**src/rtl/lpfc_pkg.sv**
```systemverilog
`default_nettype none
package lpfc_pkg;

  localparam int BYTE_W   = 8;
  localparam int POS_W    = 9;
  localparam int ADDR_W   = 4;
  localparam int STATUS_W = 2;
  localparam int CFG_IDX_W = 2;
  localparam int Q_DEPTH  = 2;
  localparam int Q_PTR_W  = $clog2(Q_DEPTH);
  localparam int Q_CNT_W  = $clog2(Q_DEPTH + 1);

  localparam logic [POS_W-1:0] POS_ADDR          = 9'd0;
  localparam logic [POS_W-1:0] POS_CMD           = 9'd1;
  localparam logic [POS_W-1:0] POS_LEN           = 9'd2;
  localparam logic [POS_W-1:0] POS_HEADER_CHECK  = 9'd3;
  localparam logic [POS_W-1:0] POS_FIRST_PAYLOAD = 9'd4;

  localparam logic [CFG_IDX_W-1:0] CFG_CHECK_OFFSET = 2'd0;
  localparam logic [CFG_IDX_W-1:0] CFG_OWN_ADDRESS  = 2'd1;

  localparam logic [ADDR_W-1:0] OWN_ADDRESS_RESET = 4'h3;

  typedef enum logic [2:0] {
    K_ADDR,
    K_CMD,
    K_LEN,
    K_HCHK,
    K_PAYLOAD,
    K_PCHK
  } kind_t;

  typedef enum logic [STATUS_W-1:0] {
    ST_ACCEPTED      = 2'd0,
    ST_HEADER_BAD    = 2'd1,
    ST_PAYLOAD_BAD   = 2'd2,
    ST_OTHER_ADDRESS = 2'd3
  } status_t;

  typedef struct packed {
    logic [BYTE_W-1:0] data;
    logic [POS_W-1:0]  pos;
    kind_t             kind;
    logic              last;
  } qentry_t;

  typedef struct packed {
    logic              full;
    logic              valid;
    logic [Q_CNT_W-1:0] count;
  } qstat_t;

endpackage
`default_nettype wire

```
**src/rtl/lpfc_back.sv**
```systemverilog
`default_nettype none
module lpfc_back
  import lpfc_pkg::*;
(
  input  wire logic                clk,
  input  wire logic                rst_n,
  input  wire logic [BYTE_W-1:0]   check_offset,
  input  wire logic [ADDR_W-1:0]   own_address,
  input  wire qentry_t             entry,
  input  wire logic                entry_valid,
  output logic                     pop,
  output logic                     out_valid,
  input  wire logic                out_stall,
  output logic [BYTE_W-1:0]        out_byte,
  output logic [POS_W-1:0]         out_pos,
  output logic                     out_is_payload,
  output logic                     out_frame_end,
  output logic [STATUS_W-1:0]      out_status
);

  logic [ADDR_W-1:0]   dest_r, dest_nxt;
  logic [BYTE_W-1:0]   sum_r, sum_nxt;
  logic                hok_r, hok_nxt;
  logic                valid_r, valid_nxt;
  logic [BYTE_W-1:0]   byte_r;
  logic [POS_W-1:0]    pos_r;
  logic                payload_r, end_r;
  logic [STATUS_W-1:0] status_r;
  logic                payload_good;
  status_t             verdict;
  status_t             status_nxt;

  assign pop = entry_valid && (!valid_r || !out_stall);

  always_comb begin
    dest_nxt     = dest_r;
    sum_nxt      = sum_r;
    hok_nxt      = hok_r;
    payload_good = 1'b1;
    case (entry.kind)
      K_ADDR: begin
        dest_nxt = entry.data[ADDR_W-1:0];
        sum_nxt  = check_offset + entry.data;
      end
      K_CMD, K_LEN, K_PAYLOAD: begin
        sum_nxt = sum_r + entry.data;
      end
      K_HCHK: begin
        hok_nxt = (entry.data == sum_r);
      end
      K_PCHK: begin
        payload_good = (entry.data == sum_r);
      end
      default: begin
      end
    endcase
  end

  always_comb begin
    if (dest_r != own_address) begin
      verdict = ST_OTHER_ADDRESS;
    end else if (!hok_nxt) begin
      verdict = ST_HEADER_BAD;
    end else if (!payload_good) begin
      verdict = ST_PAYLOAD_BAD;
    end else begin
      verdict = ST_ACCEPTED;
    end
    status_nxt = entry.last ? verdict : ST_ACCEPTED;
  end

  always_comb begin
    valid_nxt = valid_r;
    if (pop) begin
      valid_nxt = 1'b1;
    end else if (!out_stall) begin
      valid_nxt = 1'b0;
    end
  end

  always_ff @(posedge clk) begin
    if (!rst_n) begin
      valid_r <= 1'b0;
      dest_r  <= '0;
      sum_r   <= '0;
      hok_r   <= 1'b0;
    end else begin
      valid_r <= valid_nxt;
      if (pop) begin
        dest_r <= dest_nxt;
        sum_r  <= sum_nxt;
        hok_r  <= hok_nxt;
      end
    end
  end

  always_ff @(posedge clk) begin
    if (pop) begin
      byte_r    <= entry.data;
      pos_r     <= entry.pos;
      payload_r <= (entry.kind == K_PAYLOAD);
      end_r     <= entry.last;
      status_r  <= status_nxt;
    end
  end

  assign out_valid      = valid_r;
  assign out_byte       = byte_r;
  assign out_pos        = pos_r;
  assign out_is_payload = payload_r;
  assign out_frame_end  = end_r;
  assign out_status     = status_r;

endmodule
`default_nettype wire

```
**config.mk**
```make
export PLATFORM = sky130hd
export DESIGN_NAME = lpfc_back
export DESIGN_NICKNAME = d
export VERILOG_FILES = /design/src/rtl/lpfc_pkg.sv /design/src/rtl/lpfc_back.sv
export SDC_FILE = /design/constraint.sdc
export NUM_CORES = 1
export LEC_CHECK = 0
export CAP_MARGIN = 10
export CORE_AREA = 2 2 61 63
export DETAILED_ROUTE_END_ITERATION = 7
export DIE_AREA = 0 0 63 65
export DONT_BUFFER_PORTS = 1
export GPL_ROUTABILITY_DRIVEN = 1
export PLACE_DENSITY = 0.76
export SLEW_MARGIN = 20
export SYNTH_ARGS = -nofsm -noshare
export SYNTH_HDL_FRONTEND = slang
export SYNTH_SLANG_ARGS = --single-unit
```
**constraint.sdc**
```tcl
create_clock -name clk -period 3.95 [get_ports clk]
set_input_delay 0.395 -clock clk [delete_from_list [all_inputs] [get_ports clk]]
set_output_delay 0.395 -clock clk [all_outputs]
set_load 0.01 [all_outputs]
```
---- After elaboration in Yosys (flattened, before gate mapping) ----
Cells that the tools add are included.
storage, ports and cells
  bits in registers ....................... 35
  bits of input ports ..................... 37
  output and inout bits ................... 23
  word-level logic and storage cells ...... 36
operators by class
  add/subtract/negate cells ............... 2
  equality and inequality tests ........... 8
  muxes and demuxes ....................... 8
  reduce and logical (&&, ||, !) cells .... 9
operators with widths
  kind                                                                   number
  8-bit adder                                                            2
  8-bit one-hot mux with 2 select lines                                  1
  8-bit equality test                                                    1
  3-bit by 2-bit equality test with 1-bit output, second input constant  2
  3-bit equality test, second input constant                             2
  2-bit two-way mux                                                      3
  1-bit two-way mux                                                      4
  4-bit inequality test                                                  1
  2-bit AND reduction                                                    2
  3-bit by 1-bit equality test with 1-bit output, second input constant  1
  3-bit logical NOT                                                      1
  3-bit OR reduction                                                     1
  1-bit logical NOT                                                      2
  2-bit inequality test, second input constant                           1
  2-bit nonzero test                                                     1
  1-bit logical AND                                                      1
  1-bit logical OR                                                       1

---- Logic depth before layout (Yosys ltp) ----
  depth after elaboration ................. 5
  gate-level depth with buffers ........... 11
  depth with buffers taken out ............ 11

---- Worst setup path before layout ----
OpenSTA, ideal clock, no wires.
  kind .................................... input to register
  start point ............................. input entry[3] (netlist name)
  end point ............................... register sum_r[6]
  setup time .............................. 0.133 ns
  data arrival time ....................... 2.551 ns
  required time ........................... 3.817 ns
  path slack .............................. 1.266 ns
  cell stages on the path ................. 10
  path buffers ............................ 1
  cells stage by stage .................... buf_2 > and2_1 > nor2_2 > mux2_2 > ha_1 > fa_1 > a211oi_1 > o21bai_1 > a21oi_1 > o221ai_1
between the ends
  longest elaborated chain between the ends .. 4
  elaborated cells on any way between the ends .. 8
  classes of those cells .................. eq/ne (3); mux (1); reduce/logical (4)
ends and longest elaborated chain
  item                                         RTL line         source
  from (decl)                                  lpfc_back.sv:9   input wire qentry_t entry,
  3-bit equality test (tied with other cells)  lpfc_back.sv:40  case (entry.kind)
  3-bit OR reduction                           lpfc_back.sv:40
  2-bit nonzero test (no line)                 --
  2-bit AND reduction (no line)                --
  to (signal assigned)                         lpfc_back.sv:91  sum_r <= sum_nxt;
  to (decl)                                    lpfc_back.sv:22  logic [BYTE_W-1:0] sum_r, sum_nxt;
Several ways; a longest one is shown, not always the timed one.
A chain may end at the register's enable or synchronous reset.

---- Worst setup path in the final report ----
  start point ............................. input entry[1] (netlist name)
  end point ............................... register sum_r[6]
The elaborated chain is that of the path after synthesis.

==> key figures <==
Die
  – DIE WIDTH: 63 um
  – Starting Density: 51.7%
  – IO Pins: 60
  – Core area: 3500 sq um
  – Die span in y: 65 um
  – Die area: 4100 sq um
  – Rows: 22

Yosys
  – Top_reg_cell synth: edfxtp_1
  – Synth cell types: 37
  – Top post-synthesis cells by area: edfxtp_1 (35%), dfxtp_1 (16%), xnor2_1 (6.3%)
  – Cell Area, Synth: 1810 sq um
  – Post-synth EDFFs: 21
  – Ys Warns: 0
  – Yosys top cell by area: edfxtp_1
  – Cell with the most instances after synthesis: edfxtp_1
  – Yosys top cell area share: 34.9%
  – Mapped Nets: 193
  – Seq cells post-synth: 35
  – Post-synth ARST share: 0%
  – Register area share after synthesis: 50.4%
  – Mapped Cells: 148
  – Top cells by count, synth: edfxtp_1 (21), dfxtp_1 (14), xnor2_1 (13), nor2b_1 (11), mux2i_1 (10)
  – Mean post-synth cell area: 12.2 sq um

CTS
  – Clock sink count: 35
  – Total CTS buffers: 5
  – Longest Clk Path Bufs: 2
  – Root Buffer: clkbuf_4
  – Post_cts resized: 0
  – CTS tree: built
  – Reg clk slew, reported paths: 100 ps
  – Setup repair bufs after CTS: 0
  – Htree depth: 2
  – Clock latency on the worst-skew pair: 330 ps
  – CTS Hold Bufs: 0

Worst setup path
  – Top delay family on crit path: adder cells
  – CP max-delay cell: fa_1
  – FF-to-FF Start: sum_r[0]$_SDFFE_PN0P_
  – Worst EP arrival: 2910 ps
  – Worst path max stage delay: 430 ps
  – R2R Path End: sum_r[6]$_SDFFE_PN0P_
  – R2r setup slk: 1850 ps
  – Max FO, Critical Path: 7
  – Critical path startpoint category: primary input
  – Worst setup EP type: register
  – Critical-path cell list: xnor2_1 > nor2_1 > nor2_2 > mux2_2 > ha_1 > fa_1 > a211oi_1 > o21bai_1 > a21oi_1 > nand4_1 > o221ai_1
  – Worst reg2reg path depth: 8
  – Critical path class: in -> reg
  – Worst Path Buf+Inv: 0
  – Worst path required time: 4210 ps

Min path
  – Worst hold path type: in -> reg
  – WHS Endpoint: out_pos[0]$_DFFE_PP_
  – HP Start: entry[4]
  – Hold Path Stages: 0

Pwr
  – Total power: 0.744 mW
  – Leak: 0.690 nW
  – Pwr per Cell Area: 389 nW/um^2
  – Max VDD drop: 0.000187 V

Placement
  – IO buf count: 0
  – Post-DP Area: 1860 sq um
  – Placer Congestion: 0.810
  – Pre-CTS setup slack: 960 ps
  – Dpl hpwl: 2.72 mm

Global route
  – All-Layer GR Usage: 18.2%
  – Pin count of the biggest net entering global routing: 17
  – First-pass GRT wire length: 5.62 mm
  – Antenna violations before repair: 0
  – Grt total ovfl: 0
  – Vias in the first global route: 1133

Final layout
  – Nets: 198
  – Share of cells above drive strength 1: 11.0%
  – Final instance area: 1910 sq um
  – Syn-to-layout area delta: 5.96%
  – ANT cells: 0

STA
  – Final hold vios: 0
  – Worst Setup Slack, final: 1300 ps
  – Slew HR: 61.5%
  – Fmax: 377 MHz
  – Worst Tran Pin Value: 574 ps
  – WHS: 149 ps
  – Fin crit share: 67.2%
  – Fin Clk Skew: 11.0 ps
  – # setup viols final: 0
  – Setup TNS Final: 0 ps
  – Final Critical Period: 2650 ps
  – Slew Viols, Final: 0
  – Unrepaired setup endpoints after global routing: no

Routing
  – Detailed-route via count: 1149
  – DR pass1 iterations: 4
  – Wire per inst: 17.1 um
  – Detailed Route WL: 3.45 mm
  – DR vias/cell: 5.69
  – Post-route ant nets: 0
  – 1st-iter DRT viols: 93
  – Post-route DRC: 0

Run
  – # Max-Cap Violations: 0

Run status
  – Status: finished clean
## metal layers
metal | GRT usage [%] | vias up | share of wire (%)
met5 | 0 | - | 0
met4 | 5.83 | 0 | 1.3
met3 | 8.16 | 5 | 7.7
met2 | 31.0 | 51 | 49
met1 | 20.2 | 529 | 42
li1 | - | 564 | -
## registers in the layout, summed over array words and instances, names as in the netlist
signal          cells
out_frame_end       1
out_valid           1
out_is_payload      1
out_status          2
sum_r               8
out_pos             9
hok_r               1
dest_r              4
out_byte            8
## how the worst max path moves through the flow
| stage | cells past startpoint | from | to | slack [ps] |
|---|---|---|---|---|
| after floorplan | 10 | entry[3] | sum_r[6]$_SDFFE_PN0P_ | 1270 |
| after global placement | 10 | entry[1] | sum_r[6]$_SDFFE_PN0P_ | 1060 |
| after detailed placement | 10 | entry[1] | sum_r[6]$_SDFFE_PN0P_ | 960 |
| after CTS | 11 | entry[1] | sum_r[6]$_SDFFE_PN0P_ | 1310 |
| after global routing | 11 | entry[1] | sum_r[6]$_SDFFE_PN0P_ | 1090 |
| final | 11 | entry[1] | sum_r[6]$_SDFFE_PN0P_ | 1300 |
## area by class of cell
type                            count  area, sq um
Sequential cell                    35          911
Multi-Input combinational cell    109          882
Inverter                            1         3.75
Timing Repair Buffer                1         7.51
Tap cell                           48         60.1
Clock inverter                      2         8.76
Clock buffer                        6         41.3
Fill cell                         313         1580
## stage by stage
stage	cells	util (%)
6_report	202	54.8
5_1_grt	202	54.8
4_1_cts	202	54.8
3_5_place_dp	194	53.3
3_3_place_gp	194	53.3
2_1_floorplan	148	-
## cell usage in the layout, fill, tap and decap left out, types with 2 or more instances in the layout
master,count
a211oi_1,2
a21o_1,2
a21oi_1,8
and2_1,2
clkbuf_4,5
dfxtp_1,14
edfxtp_1,21
ha_1,7
mux2_2,7
mux2i_1,10
nand2_1,5
nand2b_1,2
nand3b_1,2
nand4_1,3
nor2_1,3
nor2b_1,11
nor3b_1,3
nor4b_1,2
o211ai_1,2
o21a_1,2
o21ai_0,6
xnor2_1,13
xor2_1,5
## logic make-up (layout without fill, tap and decap cells)
group | Yosys count | in the layout | synth area share [%]
mux | 18 | 18 | 11.1
xor+xnor | 18 | 18 | 8.73
compound gates | 28 | 28 | 9.97
simple gates | 37 | 37 | 12.8
buf+inv | 4 | 10 | 0.969
fa+ha+maj | 8 | 8 | 5.96
flops | 35 | 35 | 50.4
## power by group
part	switching [mW]	total, mW	internal [mW]
clock network	0.113	0.180	0.0668
logic	0.0630	0.131	0.0682
registers	0.0205	0.433	0.412
total	0.197	0.744	0.547
No activity file was read; power rests on OpenSTA's default activity.
